===== src/design/kbq_pkg.sv =====
// Package for the keyboard event qualifier.
// Holds the item and state types, the event kind codes and the register indexes.
// No dependencies.
package kbq_pkg;

  localparam int unsigned CharW    = 8;
  localparam int unsigned TimeW    = 63;
  localparam int unsigned HoldW    = 26;
  localparam int unsigned KindW    = 3;
  localparam int unsigned InDataW  = 80;
  localparam int unsigned OutDataW = 16;
  localparam int unsigned CfgIdxW  = 1;

  // Event kinds.
  localparam logic [KindW-1:0] KIND_NONE = 3'd0;
  localparam logic [KindW-1:0] KIND_CHAR = 3'd1;
  localparam logic [KindW-1:0] KIND_HOLD = 3'd2;
  localparam logic [KindW-1:0] KIND_OPT  = 3'd3;
  localparam logic [KindW-1:0] KIND_ALT  = 3'd4;
  localparam logic [KindW-1:0] KIND_FN   = 3'd5;
  localparam logic [KindW-1:0] KIND_CTRL = 3'd6;

  // Configuration register indexes.
  localparam logic [CfgIdxW-1:0] REG_ENABLED   = 1'd0;
  localparam logic [CfgIdxW-1:0] REG_HOLD_TIME = 1'd1;

  localparam logic [HoldW-1:0] HoldTimeReset = 26'd1000000;

  // Characters substituted for the delete, enter and tab keys.
  localparam logic [CharW-1:0] CHAR_BS = 8'd8;
  localparam logic [CharW-1:0] CHAR_NL = 8'd10;
  localparam logic [CharW-1:0] CHAR_HT = 8'd9;

  // Edge flag bits for the modifier events.
  localparam logic [3:0] FLAG_OPT  = 4'b0001;
  localparam logic [3:0] FLAG_ALT  = 4'b0010;
  localparam logic [3:0] FLAG_FN   = 4'b0100;
  localparam logic [3:0] FLAG_CTRL = 4'b1000;

  typedef struct packed {
    logic [TimeW-1:0] now_us;
    logic             caps_locked;
    logic             alt_key;
    logic             opt_key;
    logic             ctrl_key;
    logic             shift_key;
    logic             fn_key;
    logic             tab_key;
    logic             enter_key;
    logic             delete_key;
    logic [CharW-1:0] word_char;
  } in_item_t;

  typedef struct packed {
    logic             reported;
    logic             out_caps;
    logic             out_alt;
    logic             out_opt;
    logic             out_ctrl;
    logic             out_shift;
    logic             out_fn;
    logic [CharW-1:0] event_char;
    logic [KindW-1:0] event_kind;
  } out_item_t;

  typedef struct packed {
    logic [TimeW-1:0] press_time;
    logic             hold_done;
    logic [CharW-1:0] last_char;
    logic [5:0]       last_char_mods;
    logic [3:0]       last_mod_flags;
  } kbq_state_t;

  typedef struct packed {
    logic             enabled;
    logic [HoldW-1:0] hold_time_us;
  } kbq_cfg_t;

endpackage


===== src/design/kbq_eval.sv =====
// Combinational evaluation of one keyboard snapshot for the event qualifier.
// Produces the result item and the next tracking state from the current one.
// Depends on kbq_pkg.
module kbq_eval import kbq_pkg::*; (
  input  in_item_t   item_i,
  input  kbq_state_t state_i,
  input  kbq_cfg_t   cfg_i,
  output out_item_t  res_o,
  output kbq_state_t state_o
);

  logic [TimeW:0]   elapsed;
  logic             hold_reached;

  // Elapsed time since the press; the top bit flags time going backwards.
  assign elapsed = {1'b0, item_i.now_us} - {1'b0, state_i.press_time};
  assign hold_reached = !elapsed[TimeW] &&
                        ((|elapsed[TimeW-1:HoldW]) || (elapsed[HoldW-1:0] >= cfg_i.hold_time_us));

  always_comb begin
    logic             hold_fire;
    logic [CharW-1:0] ch;
    logic [5:0]       mods;
    logic [3:0]       flag;
    logic [KindW-1:0] kind;

    res_o     = '0;
    state_o   = state_i;
    hold_fire = 1'b0;
    ch        = '0;
    mods      = {item_i.caps_locked, item_i.alt_key, item_i.opt_key,
                 item_i.ctrl_key, item_i.shift_key, item_i.fn_key};
    flag      = '0;
    kind      = KIND_NONE;

    if (cfg_i.enabled) begin
      res_o.out_fn    = item_i.fn_key;
      res_o.out_shift = item_i.shift_key;
      res_o.out_ctrl  = item_i.ctrl_key;
      res_o.out_opt   = item_i.opt_key;
      res_o.out_alt   = item_i.alt_key;
      res_o.out_caps  = item_i.caps_locked;

      if (item_i.delete_key) begin
        if (state_i.press_time == '0) begin
          state_o.press_time = item_i.now_us;
          state_o.hold_done  = 1'b0;
        end else if (!state_i.hold_done && hold_reached) begin
          state_o.hold_done = 1'b1;
          hold_fire         = 1'b1;
        end
      end else begin
        state_o.press_time = '0;
        state_o.hold_done  = 1'b0;
      end

      if (item_i.word_char != '0) begin
        ch = item_i.word_char;
      end else if (item_i.delete_key) begin
        ch = CHAR_BS;
      end else if (item_i.enter_key) begin
        ch = CHAR_NL;
      end else if (item_i.tab_key) begin
        ch = CHAR_HT;
      end

      if (item_i.opt_key) begin
        flag = FLAG_OPT;
        kind = KIND_OPT;
      end else if (item_i.alt_key) begin
        flag = FLAG_ALT;
        kind = KIND_ALT;
      end else if (item_i.fn_key) begin
        flag = FLAG_FN;
        kind = KIND_FN;
      end else if (item_i.ctrl_key) begin
        flag = FLAG_CTRL;
        kind = KIND_CTRL;
      end
      if ((flag & state_i.last_mod_flags) != '0) begin
        kind = KIND_NONE;
      end

      if (hold_fire) begin
        res_o.event_kind = KIND_HOLD;
      end else if (ch != '0) begin
        res_o.event_char       = ch;
        state_o.last_mod_flags = '0;
        // Same character with the same modifiers is suppressed.
        if (!(ch == state_i.last_char && mods == state_i.last_char_mods)) begin
          state_o.last_char      = ch;
          state_o.last_char_mods = mods;
          res_o.event_kind       = KIND_CHAR;
        end
      end else begin
        state_o.last_char      = '0;
        state_o.last_mod_flags = flag;
        res_o.event_kind       = kind;
      end

      res_o.reported = (res_o.event_kind != KIND_NONE);
    end
  end

endmodule


===== src/design/keyboard_event_qualifier.sv =====
// Top level of the keyboard event qualifier: stream ports, configuration
// registers, input register, tracking state and result register.
// Depends on kbq_pkg and kbq_eval.

// Every accepted snapshot gives exactly one result item. Throughput is one
// snapshot per clock cycle while the output side takes each result. A
// result passes from the input register to the result register, and can be
// taken when the output side is ready. Between the two registers,
// combinational logic compares the snapshot with the tracking state and
// updates that state as the result register is loaded. The input side
// stalls only when a result is waiting and the output side is not taking
// it. Configuration (enable and delete hold time in microseconds) is always
// accepted and should be written while no snapshot is in flight. While
// disabled, every result is all zero and the tracking state holds.
module keyboard_event_qualifier import kbq_pkg::*; (
  input  logic                clk_i,
  input  logic                rst_ni,
  // Configuration write channel.
  input  logic                cfg_valid_i,
  output logic                cfg_ready_o,
  input  logic [CfgIdxW-1:0]  cfg_index_i,
  input  logic [HoldW-1:0]    cfg_data_i,
  // Snapshot input stream.
  input  logic                s_axis_tvalid,
  output logic                s_axis_tready,
  // From bit 0: word_char[7:0], delete_key, enter_key, tab_key, fn_key,
  // shift_key, ctrl_key, opt_key, alt_key, caps_locked, now_us[62:0].
  input  logic [InDataW-1:0]  s_axis_tdata,
  // Event output stream.
  output logic                m_axis_tvalid,
  input  logic                m_axis_tready,
  // From bit 0: event_char[7:0], out_fn, out_shift, out_ctrl, out_opt,
  // out_alt, out_caps, reported, one zero pad bit.
  output logic [OutDataW-1:0] m_axis_tdata,
  // event_kind[2:0].
  output logic [KindW-1:0]    m_axis_tuser
);

  kbq_cfg_t   cfg_q;
  logic       in_valid_q;
  in_item_t   in_q;
  logic       out_valid_q;
  out_item_t  out_q;
  kbq_state_t state_q;
  kbq_state_t state_d;
  out_item_t  res;
  logic       advance;

  assign cfg_ready_o = 1'b1;

  always_ff @(posedge clk_i or negedge rst_ni) begin
    if (!rst_ni) begin
      cfg_q.enabled      <= 1'b0;
      cfg_q.hold_time_us <= HoldTimeReset;
    end else if (cfg_valid_i) begin
      case (cfg_index_i)
        REG_ENABLED:   cfg_q.enabled      <= cfg_data_i[0];
        REG_HOLD_TIME: cfg_q.hold_time_us <= cfg_data_i;
        default: ;
      endcase
    end
  end

  // The snapshot in the input register moves on when the result register
  // is free or is being emptied this cycle.
  assign advance       = in_valid_q && (!out_valid_q || m_axis_tready);
  assign s_axis_tready = !in_valid_q || advance;

  always_ff @(posedge clk_i or negedge rst_ni) begin
    if (!rst_ni) begin
      in_valid_q <= 1'b0;
    end else if (s_axis_tready) begin
      in_valid_q <= s_axis_tvalid;
    end
  end

  always_ff @(posedge clk_i) begin
    if (s_axis_tready && s_axis_tvalid) begin
      in_q <= in_item_t'(s_axis_tdata);
    end
  end

  kbq_eval u_eval (
    .item_i  (in_q),
    .state_i (state_q),
    .cfg_i   (cfg_q),
    .res_o   (res),
    .state_o (state_d)
  );

  always_ff @(posedge clk_i or negedge rst_ni) begin
    if (!rst_ni) begin
      state_q     <= '0;
      out_valid_q <= 1'b0;
    end else if (advance) begin
      state_q     <= state_d;
      out_valid_q <= 1'b1;
    end else if (m_axis_tready) begin
      out_valid_q <= 1'b0;
    end
  end

  always_ff @(posedge clk_i) begin
    if (advance) begin
      out_q <= res;
    end
  end

  assign m_axis_tvalid = out_valid_q;
  assign m_axis_tuser  = out_q.event_kind;
  assign m_axis_tdata  = {1'b0, out_q.reported, out_q.out_caps, out_q.out_alt,
                          out_q.out_opt, out_q.out_ctrl, out_q.out_shift,
                          out_q.out_fn, out_q.event_char};

endmodule


===== config.mk =====
export PLATFORM = sky130hd
export DESIGN_NAME = keyboard_event_qualifier
export DESIGN_NICKNAME = d
export VERILOG_FILES = /design/src/design/kbq_pkg.sv /design/src/design/kbq_eval.sv /design/src/design/keyboard_event_qualifier.sv
export SDC_FILE = /design/constraint.sdc
export NUM_CORES = 1
export LEC_CHECK = 0
export ABC_AREA = 1
export BUFFER_PORTS_ARGS = -buffer_cell sky130_fd_sc_hd__buf_2
export CAP_MARGIN = 40
export CORE_MARGIN = 2
export CORE_UTILIZATION = 61
export CTS_CLUSTER_DIAMETER = 100
export DETAILED_ROUTE_END_ITERATION = 12
export HOLD_SLACK_MARGIN = 0.03
export PLACE_DENSITY_LB_ADDON = 0.15
export SYNTH_ARGS = -nofsm -noshare
export SYNTH_HDL_FRONTEND = slang
export SYNTH_SLANG_ARGS = --single-unit

===== constraint.sdc =====
create_clock -name clk_i -period 4.7 [get_ports clk_i]
set_input_delay 0.705 -clock clk_i [delete_from_list [all_inputs] [get_ports clk_i]]
set_output_delay 0.705 -clock clk_i [all_outputs]
set_load 0.1 [all_outputs]

Yosys cells after proc, flatten, opt, wreduce, memory -nomap -nowiden. Cells that the tools add are included. W data, S select, Z words.

Shift-type cells: 0. $lt $le $gt $ge: 1. Multiplexer cells: 32. Bitwise operators: 6. Div/mod/pow operators: 0. Add/subtract/negate cells: 1. Reductions and logical operators: 27. Equality and inequality tests: 5. Multiply operators: 0.

Operator list (number): $mux W64 (1); $sub A63 B63 Y64 (1); $logic_not A63 Y1 (1); $mux W63 (1); $mux W8 (5); $reduce_or A37 Y1 (1); $mux W4 (7); $ge A26 B26 Y1 (1); $mux W3 (8); $reduce_bool A8 Y1 (2); $mux W14 (1); $mux W1 (9); $reduce_and A3 Y1 (3); $eq A8 B8 Y1 (1); $eq A6 B6 Y1 (1); $logic_and A1 B1 Y1 (5); $not A1 Y1 (5); $reduce_and A5 Y1 (1); $and A4 B4 Y4 (1); $logic_not A1 Y1 (4); $reduce_and A2 Y1 (2); $reduce_and A4 Y1 (1); $reduce_bool A4 Y1 (1); $logic_or A1 B1 Y1 (3); other kinds (6) (6).

Memories kept: 0. ROM bits: 0. Word-level logic and storage cells: 101. Input port bits: 112. Output and inout bits: 22. Bits in registers: 209. Latch bits: 0. Memory bits (writable): 0.

Depth between registers and ports, before layout. Gate-level depths: netlist (run 1).

Word-level depth: 12. Mapped depth: 31. Depth with buffers taken out: 31.

Modules after synthesis. A second synthesis (run 1) with hierarchy kept.

Cells, all modules: 2448. Area total of the unflattened synthesis: 16250.6 sq um.

Modules (own cells, without submodules): kbq_eval (times used 1, area each 8854.7 sq um, cells an instance 1862, seq. area each 0.0 sq um); keyboard_event_qualifier (times used 1, area each 7395.8 sq um, cells an instance 586, seq. area each 5729.2 sq um).

Least setup slack after synthesis (run 1). No wires, ideal clock.

Kind: reg-to-reg. From: register out_valid_q, in the netlist m_axis_tvalid. To: register in_q[0] (netlist name), enable pin. Period minus slack after synthesis: 3.904 ns. Library setup time: 0.434 ns. Data required time: 4.266 ns. Path slack: 0.796 ns. Stages on the path, launching flop included: 4. Buffers on the path: 0. Arrival: 3.470 ns. Cells stage by stage: dfrtp_1 nand3_1 nand2_1 inv_1.

Longest elaborated chain between the ends: 5.

Ends and longest elaborated chain: from (decl) (RTL line keyboard_event_qualifier.sv:42) `logic out_valid_q;`; from (signal assigned) (RTL line keyboard_event_qualifier.sv:94) `out_valid_q <= 1'b0;`; from (signal assigned) (RTL line keyboard_event_qualifier.sv:97) `out_valid_q <= 1'b1;`; from (signal assigned) (RTL line keyboard_event_qualifier.sv:99) `out_valid_q <= 1'b0;`; $logic_not A1 Y1 (RTL line keyboard_event_qualifier.sv:66) `assign advance = in_valid_q && (!out_valid_q || m_axis_tready);`; $logic_or A1 B1 Y1 (RTL line keyboard_event_qualifier.sv:66); $logic_and A1 B1 Y1 (RTL line keyboard_event_qualifier.sv:66); $logic_or A1 B1 Y1 (RTL line keyboard_event_qualifier.sv:67) `assign s_axis_tready = !in_valid_q || advance;`; net s_axis_tready (RTL line keyboard_event_qualifier.sv:25) `output logic s_axis_tready,`; $logic_and A1 B1 Y1 (RTL line keyboard_event_qualifier.sv:78) `if (s_axis_tready && s_axis_tvalid) begin`; to (signal assigned) (RTL line keyboard_event_qualifier.sv:79) `in_q <= in_item_t'(s_axis_tdata);`; to (decl) (RTL line keyboard_event_qualifier.sv:41) `in_item_t in_q;`.

The timed path passes the listed nets, and every way through them passes these cells. A chain may end at the register's enable or synchronous reset.

Worst setup path after layout (run 1).
From: register in_q[17] (netlist name). To: register state_q[12] (netlist name).

Longest elaborated chain between the ends: 11. Elaborated cells between the ends (all ways): 13. Classes of those cells: 1 x add/sub; 1 x order compare; 4 x mux; 1 x bitwise; 6 x reduce/logical.

Ends and longest elaborated chain: $sub A63 B63 Y64 * (RTL line kbq_eval.sv:16) `assign elapsed = {1'b0, item_i.now_us} - {1'b0, state_i.press_time};`; $ge A26 B26 Y1 or $reduce_or A37 Y1 (tied branches) (RTL line kbq_eval.sv:18) `((|elapsed[TimeW-1:HoldW]) || (elapsed[HoldW-1:0] >= cfg_i.hold_time_us));`; $logic_or A1 B1 Y1 (RTL line kbq_eval.sv:18); $logic_and A1 B1 Y1 * (RTL line kbq_eval.sv:17) `assign hold_reached = !elapsed[TimeW] &&`; $logic_and A1 B1 Y1 * (RTL line kbq_eval.sv:48) `end else if (!state_i.hold_done && hold_reached) begin`; $mux W1 * (RTL line kbq_eval.sv:48); $mux W1 * (RTL line kbq_eval.sv:45) `if (state_i.press_time == '0) begin`; $mux W1 * (RTL line kbq_eval.sv:44) `if (item_i.delete_key) begin`; $mux W1 * (RTL line kbq_eval.sv:36) `if (cfg_i.enabled) begin`; $not A1 Y1 (no source line) *; $reduce_and A4 Y1 (no source line) *; to (signal assigned) (RTL line keyboard_event_qualifier.sv:96) `state_q <= state_d;`; to (decl) (RTL line keyboard_event_qualifier.sv:44) `kbq_state_t state_q;`.

Every way passes the cells marked *; elsewhere a longest branch is shown, timed or not. The select of a mux whose other input is x is not followed.

==> results of run 1 <==
==> sequential cells by signal, indices dropped and copies added (netlist names) <==
name / cells
cfg_q: 27
m_axis_tvalid: 1
in_valid_q: 1
m_axis_tuser: 3
in_q: 80
m_axis_tdata: 15
state_q: 82
==> layout by cell type, fill, tap and decap left out, types with 7 or more instances in the layout <==
cell	netlist	layout
a21oi_1	89	89
buf_2	6	130
buf_4	2	8
clkbuf_16	0	22
dfrtp_1	104	104
dfstp_2	7	7
edfxtp_1	98	98
ha_1	89	89
inv_1	436	435
nand2_1	673	673
nand3_1	133	133
nand3b_1	7	7
nand4_1	32	32
nor2_1	166	166
nor2_2	11	10
nor3_1	15	15
nor4_1	18	18
o21ai_0	88	88
o21bai_1	7	7
xnor2_1	8	8
xor2_1	28	28
==> area by class of cell <==
| cell class | count | share of cell area |
|---|---|---|
| inverters | 438 | 0.1010 |
| flip-flops and latches | 209 | 0.3517 |
| well taps | 319 | 0.02450 |
| multi-input cells | 1412 | 0.4376 |
| clock inverters | 11 | 0.005530 |
| clock buffers | 29 | 0.03602 |
| repair buffers | 138 | 0.04363 |
==> worst max-delay path by stage <==
stage                                    from                       endpoint  slack (ns)  cells past startpoint
floorplan           m_axis_tvalid$_DFFE_PN0P_              in_q[0]$_DFFE_PP_        0.80                      3
global placement           in_q[34]$_DFFE_PP_  m_axis_tuser[1]$_SDFFCE_PN0P_        0.59                     26
detailed placement         in_q[17]$_DFFE_PP_  m_axis_tuser[1]$_SDFFCE_PN0P_        0.54                     27
CTS                        in_q[17]$_DFFE_PP_        state_q[12]$_DFFE_PN0P_        0.48                     28
global route               in_q[17]$_DFFE_PP_  m_axis_tdata[0]$_SDFFCE_PP0P_        0.09                     27
finish                     in_q[17]$_DFFE_PP_        state_q[12]$_DFFE_PN0P_        0.42                     28
==> layer usage <==
layer	part of all wire	vias to the layer above	global-route usage
met4	0.036	0	0.1101
met5	0	-	0
met3	0.062	88	0.03736
li1	-	6796	-
met1	0.43	6271	0.4485
met2	0.47	480	0.5728
==> per-stage QoR <==
stage	power, mW	instances
2_1_floorplan	5.710	2089
3_3_place_gp	6.875	2516
3_5_place_dp	6.977	2516
4_1_cts	8.687	2556
5_1_grt	9.404	2556
6_report	8.736	2556
==> power breakdown <==
group	internal, mW	switching (mW)
clock	0.935	0.723
combinational	1.42	3.13
sequential	2.31	0.215
total	4.67	4.07
==> worst max-delay path: cells and delay by family, from the launching register on <==
| family | cells | cell delay (ns) |
|---|---|---|
| flops | 1 | 0.41 |
| fa+ha+maj | 3 | 0.90 |
| buf+inv | 2 | 0.19 |
| simple gates | 22 | 2.41 |
| xor+xnor | 1 | 0.28 |
==> cell usage after synthesis, types with 2 or more instances <==
library cell | number | area (um^2)
nand2_1 | 673 | 2526
inv_1 | 436 | 1637
nor2_1 | 166 | 623.1
nand3_1 | 133 | 665.6
dfrtp_1 | 104 | 2603
edfxtp_1 | 98 | 2943
a21oi_1 | 89 | 445.4
ha_1 | 89 | 1114
o21ai_0 | 88 | 440.4
nand4_1 | 32 | 200.2
xor2_1 | 28 | 245.2
clkbuf_1 | 22 | 82.58
nor4_1 | 18 | 112.6
nor3_1 | 15 | 75.07
nor2_2 | 11 | 68.82
xnor2_1 | 8 | 70.07
dfstp_2 | 7 | 183.9
nand3b_1 | 7 | 52.55
o21bai_1 | 7 | 52.55
buf_2 | 6 | 30.03
nand3_2 | 6 | 60.06
nor3_2 | 6 | 60.06
a21o_1 | 3 | 22.52
a221oi_1 | 3 | 26.28
a31oi_1 | 3 | 18.77
and2_1 | 3 | 18.77
nand2_4 | 3 | 33.78
o21ai_1 | 3 | 15.01
and3_1 | 2 | 12.51
buf_4 | 2 | 15.01
conb_1 | 2 | 7.510
nand2_2 | 2 | 12.51
nor2_8 | 2 | 40.04
==> cells by family after synthesis <==
kind of cell | Yosys count | synth area share
compound gates | 199 | 0.07161
flops | 209 | 0.3917
fa+ha+maj | 90 | 0.07751
simple gates | 1085 | 0.3159
buf+inv | 468 | 0.1211
xor+xnor | 36 | 0.02156
other cells | 2 | 0.0005135
==> impl_metrics.tcl, run 1 <==
set metrics [dict create \
    multi_input_area_mm2 0.007129 \
    rsz0062_at_grt "no" \
    core-area_mm2 0.02347 \
    drc_errors 0 \
    cp_max_fo 8 \
    drt_iter0_drc 1179 \
    syn_avg_cell_area_um2 7.001 \
    path_class "flip-flop to flip-flop" \
    rows 56 \
    crit_top_cell "nand2_1" \
    worstReg2RegStart "in_q[17]$_DFFE_PP_" \
    cp.arrival_ns 4.70 \
    cts_inserted_buffers 22 \
    grt_overflow_total 0 \
    setup_slack_ns 0.4152 \
    final_max_slew_viol_count 0 \
    area_growth_pct 11.39 \
    wl_mm 41.94 \
    synth_seq_cells 209 \
    grt_max_degree 67 \
    drive_above_1_share 0.09477 \
    firstDrtPassIters 5 \
    antenna_found_initial 0 \
    placed_cell_area_mm2 0.01561 \
    clock_path_buffers 3 \
    clkSlewWorstSetupHoldPaths_ns 0.06 \
    finalCritPeriodShare 0.9117 \
    r2r_setup_slack_ns 0.42 \
    ir_drop_mv 0.4500 \
    drv_cap 0 \
    hold_slack_ns 0.1043 \
    vias 13640 \
    clk_latency_ns 0.53 \
    holdBufCountCts 0 \
    tritoncts "built" \
    post_drt_via_cell_ratio 5.335 \
    grt_pass1_wl_mm 67.95 \
    hold_violations 0 \
    port_buffers 131 \
    synthesis.area_mm2 0.01463 \
    synth_edf_count 98 \
    cts-root-buf "clkbuf_16" \
    cts_resized 0 \
    diodes 0 \
    synth_flop_cell "dfrtp_1" \
    cts_setup_buffers 0 \
    syn_nets 2291 \
    status "finished, final reports clean" \
    track_usage 0.3358 \
    hp-class "input pin to async pin" \
    ys_seq_area_frac 0.3917 \
    routedWlPerCell_um 16.41 \
    start_util 0.6231 \
    fp.dieArea_mm2 0.02523 \
    synth-async-reset-ratio 0.5311 \
    die_w_um 158.8 \
    setup_viol 0 \
    reg2reg_depth 28 \
    yosysWarningCount 0 \
    hpwl_mm 33.67 \
    finalClockSkew_ns 0.01512 \
    cts_sinks 209 \
    n_fill_cell 1984 \
    finalSetupTns_ns 0 \
    cpMaxStageDelayCell "fa_1" \
    syn-instance-count 2089 \
    synth_cell_type_count 45 \
    dp_slack_ns 0.5443 \
    grt_pass1_vias 13290 \
    worst-endpoint-required_ns 5.11 \
    r2r-end "state_q[12]$_DFFE_PN0P_" \
    post-route-util 0.6940 \
    fmax_mhz 233.4 \
    p_per_area_mw_per_mm2 536.3 \
    start_kind "flip-flop" \
    gp_congestion 0.9915 \
    period_minus_slack_ns 4.285 \
    tightestPinTransition_ns 0.8169 \
    antenna_left 0 \
    slew_headroom 0.4554 \
    fin_area_mm2 0.01629 \
    pin_count 134 \
    htree_levels 1 \
    register_area_mm2 0.005729 \
    num-nets-final 2423 \
    cp-end-kind "flip-flop" \
    die_h_um 158.8 \
    cellLeakagePower_nw 8.876 \
    max_stage_delay_ns 0.47 \
]
(Power assumes the default switching activity.)
==> inputs of run 2 (changes only) <==
--- a/config.mk
+++ b/config.mk
@@ -9,7 +9,7 @@
 export BUFFER_PORTS_ARGS = -buffer_cell sky130_fd_sc_hd__buf_2
 export CAP_MARGIN = 40
 export CORE_MARGIN = 2
-export CORE_UTILIZATION = 61
+export CORE_UTILIZATION = 63
 export CTS_CLUSTER_DIAMETER = 100
 export DETAILED_ROUTE_END_ITERATION = 12
 export HOLD_SLACK_MARGIN = 0.03
==> constraint.sdc (replaced) <==
create_clock -name clk_i -period 5.44 [get_ports clk_i]
set_input_delay 0.816 -clock clk_i [delete_from_list [all_inputs] [get_ports clk_i]]
set_output_delay 0.816 -clock clk_i [all_outputs]
set_load 0.1 [all_outputs]
==> run 2 against run 1 <==
  * Worst setup slack gained 0.86 ns
  * Clock power is 14% lower
  * Largest power group unchanged
  * Die area fell by 3.1%
  * Clock skew about the same
  * Critical endpoint unchanged
  * Non-clock buffer count down 1
  * Fmax is 2.8% higher
==> impl_metrics.tcl, run 2 (same netlist as run 1, synthesis figures left out) <==
set metrics [dict create \
    largest_reg_flops 82 \
    n_fill_cell 1865 \
    port_buffers 131 \
    vias 13640 \
    period_minus_slack_ns 4.169 \
    max_stage_delay_ns 0.37 \
    hpwl_mm 33.09 \
    setup_viol 0 \
    r2r-end "state_q[12]$_DFFE_PN0P_" \
    pin_count 134 \
    drt_iter0_drc 1166 \
    final_common_cell "nand2_1" \
    grt_max_degree 64 \
    p_per_area_mw_per_mm2 462.0 \
    num-nets-final 2422 \
    finalSetupTns_ns 0 \
    finalClockSkew_ns 0.01491 \
    cp-end-kind "flip-flop" \
    die_h_um 156.4 \
    grt_pass1_wl_mm 65.01 \
    wl_mm 40.99 \
    grt_overflow_total 0 \
    clock_path_buffers 3 \
    worst-endpoint-required_ns 5.85 \
    cp-startpoint "state_q[34]$_DFFE_PN0P_" \
    diodes 0 \
    cts_sinks 209 \
    hold_violations 0 \
    fmax_mhz 239.9 \
    final_max_slew_viol_count 0 \
    drv_cap 0 \
    clk_latency_ns 0.53 \
    routedWlPerCell_um 16.27 \
    r2r_setup_slack_ns 1.27 \
    wl_met2_mm 19.02 \
    drc_errors 0 \
    track_usage 0.3392 \
    gp_congestion 1.067 \
    hp-class "input pin to async pin" \
    clkSlewWorstSetupHoldPaths_ns 0.06 \
    cts_resized 0 \
    most-common-layout-cells "nand2_1 (673), inv_1 (435), nor2_1 (166), nand3_1 (133), buf_2 (130)" \
    cts_inserted_buffers 22 \
    rsz0062_at_grt "no" \
    reg2reg_depth 28 \
    tritoncts "built" \
    worstReg2RegStart "state_q[34]$_DFFE_PN0P_" \
    drive_above_1_share 0.09396 \
    grt_pass1_vias 13040 \
    rows 55 \
    reg_top3 "state_q: 82 flops, in_q: 80 flops, cfg_q: 27 flops" \
    cts_setup_buffers 0 \
    fp.dieArea_mm2 0.02445 \
    crit_top_cell "nand2_1" \
    cts-root-buf "clkbuf_16" \
    cp.arrival_ns 4.58 \
    dp_slack_ns 1.336 \
    start_kind "flip-flop" \
    die_w_um 156.4 \
    cp_max_fo 8 \
    met3_length_mm 3.354 \
    htree_levels 1 \
    ir_drop_mv 0.4208 \
    core-area_mm2 0.02271 \
    post_drt_via_cell_ratio 5.412 \
    top_layer "met4" \
    multi_input_area_mm2 0.007129 \
    setup_slack_ns 1.271 \
    wl_met1_mm 17.35 \
    slew_headroom 0.4277 \
    crit_end "state_q[12]$_DFFE_PN0P_" \
    status "finished, final reports clean" \
    register_area_mm2 0.005729 \
    path_class "flip-flop to flip-flop" \
    finalCritPeriodShare 0.7664 \
    antenna_left 0 \
    firstDrtPassIters 8 \
    cpMaxStageDelayCell "dfrtp_1" \
    top_register "state_q" \
    start_util 0.6440 \
    area_growth_pct 11.02 \
    antenna_found_initial 0 \
    holdBufCountCts 0 \
    cellLeakagePower_nw 8.872 \
    tightestPinTransition_ns 0.8585 \
]
-- run 2: cell count changes in the layout (fill, tap and decap cells not counted), sizes merged --
cell      delta
clkbuf       -2
clkinv       +2
buf          -1
clkinvlp     -1
-- run 2: routing by layer --
layer	vias to the layer above	track usage
li1	6797	-
met1	6189	0.4497
met2	561	0.5756
met3	90	0.05234
met4	0	0.1040
met5	-	0
-- run 2: worst max-delay path, delay by kind of cell (launching register included) --
| family | cells | cell delay (ns) |
|---|---|---|
| and+or+nand+nor | 22 | 2.54 |
| adders and majority gates | 2 | 0.65 |
| DFF | 1 | 0.37 |
| xor gates and xnor gates | 1 | 0.26 |
| AOI/OAI and AO/OA | 1 | 0.13 |
| buffers and inverters | 2 | 0.09 |
-- run 2: worst min path at each step --
stage                           startpoint  cells after the start                endpoint
finish                              rst_ni                      1   cfg_q[13]$_DFFE_PN0P_
global route                        rst_ni                      1   cfg_q[13]$_DFFE_PN0P_
detailed placement    cfg_q[6]$_DFFE_PN1P_                      2    cfg_q[6]$_DFFE_PN1P_
floorplan           state_q[2]$_DFFE_PN0P_                      2  state_q[2]$_DFFE_PN0P_
CTS                                 rst_ni                      1   cfg_q[20]$_DFFE_PN0P_
global placement    state_q[3]$_DFFE_PN0P_                      2  state_q[3]$_DFFE_PN0P_
-- run 2: area by class of cell --
class	instances	share of cell area
well taps	285	0.02196
clock inverters	12	0.005779
inverters	438	0.1013
clock buffers	27	0.03568
multi-input cells	1412	0.4391
repair buffers	137	0.04331
flip-flops and latches	209	0.3529
-- run 2: power breakdown --
part | total (mW) | leakage [nW] | switching (mW) | internal (mW)
Combinational | 3.90 | 6.22 | 2.67 | 1.23
Clock | 1.42 | 0.332 | 0.619 | 0.803
Sequential | 2.18 | 2.32 | 0.188 | 1.99
Total | 7.50 | 8.87 | 3.48 | 4.02
-- run 2: stage by stage --
step	power, mW	hold WS [ns]	std cells	utilization	instance area [um^2]
6_report	7.502	0.3320	2520	0.7150	16240
5_1_grt	8.069	0.3801	2520	0.7150	16240
4_1_cts	7.443	0.3571	2520	0.7150	16240
3_5_place_dp	6.003	0.4716	2481	0.6853	15560
3_3_place_gp	5.906	0.4701	2481	0.6853	15560
2_1_floorplan	4.933	0.4530	2089	-	14630
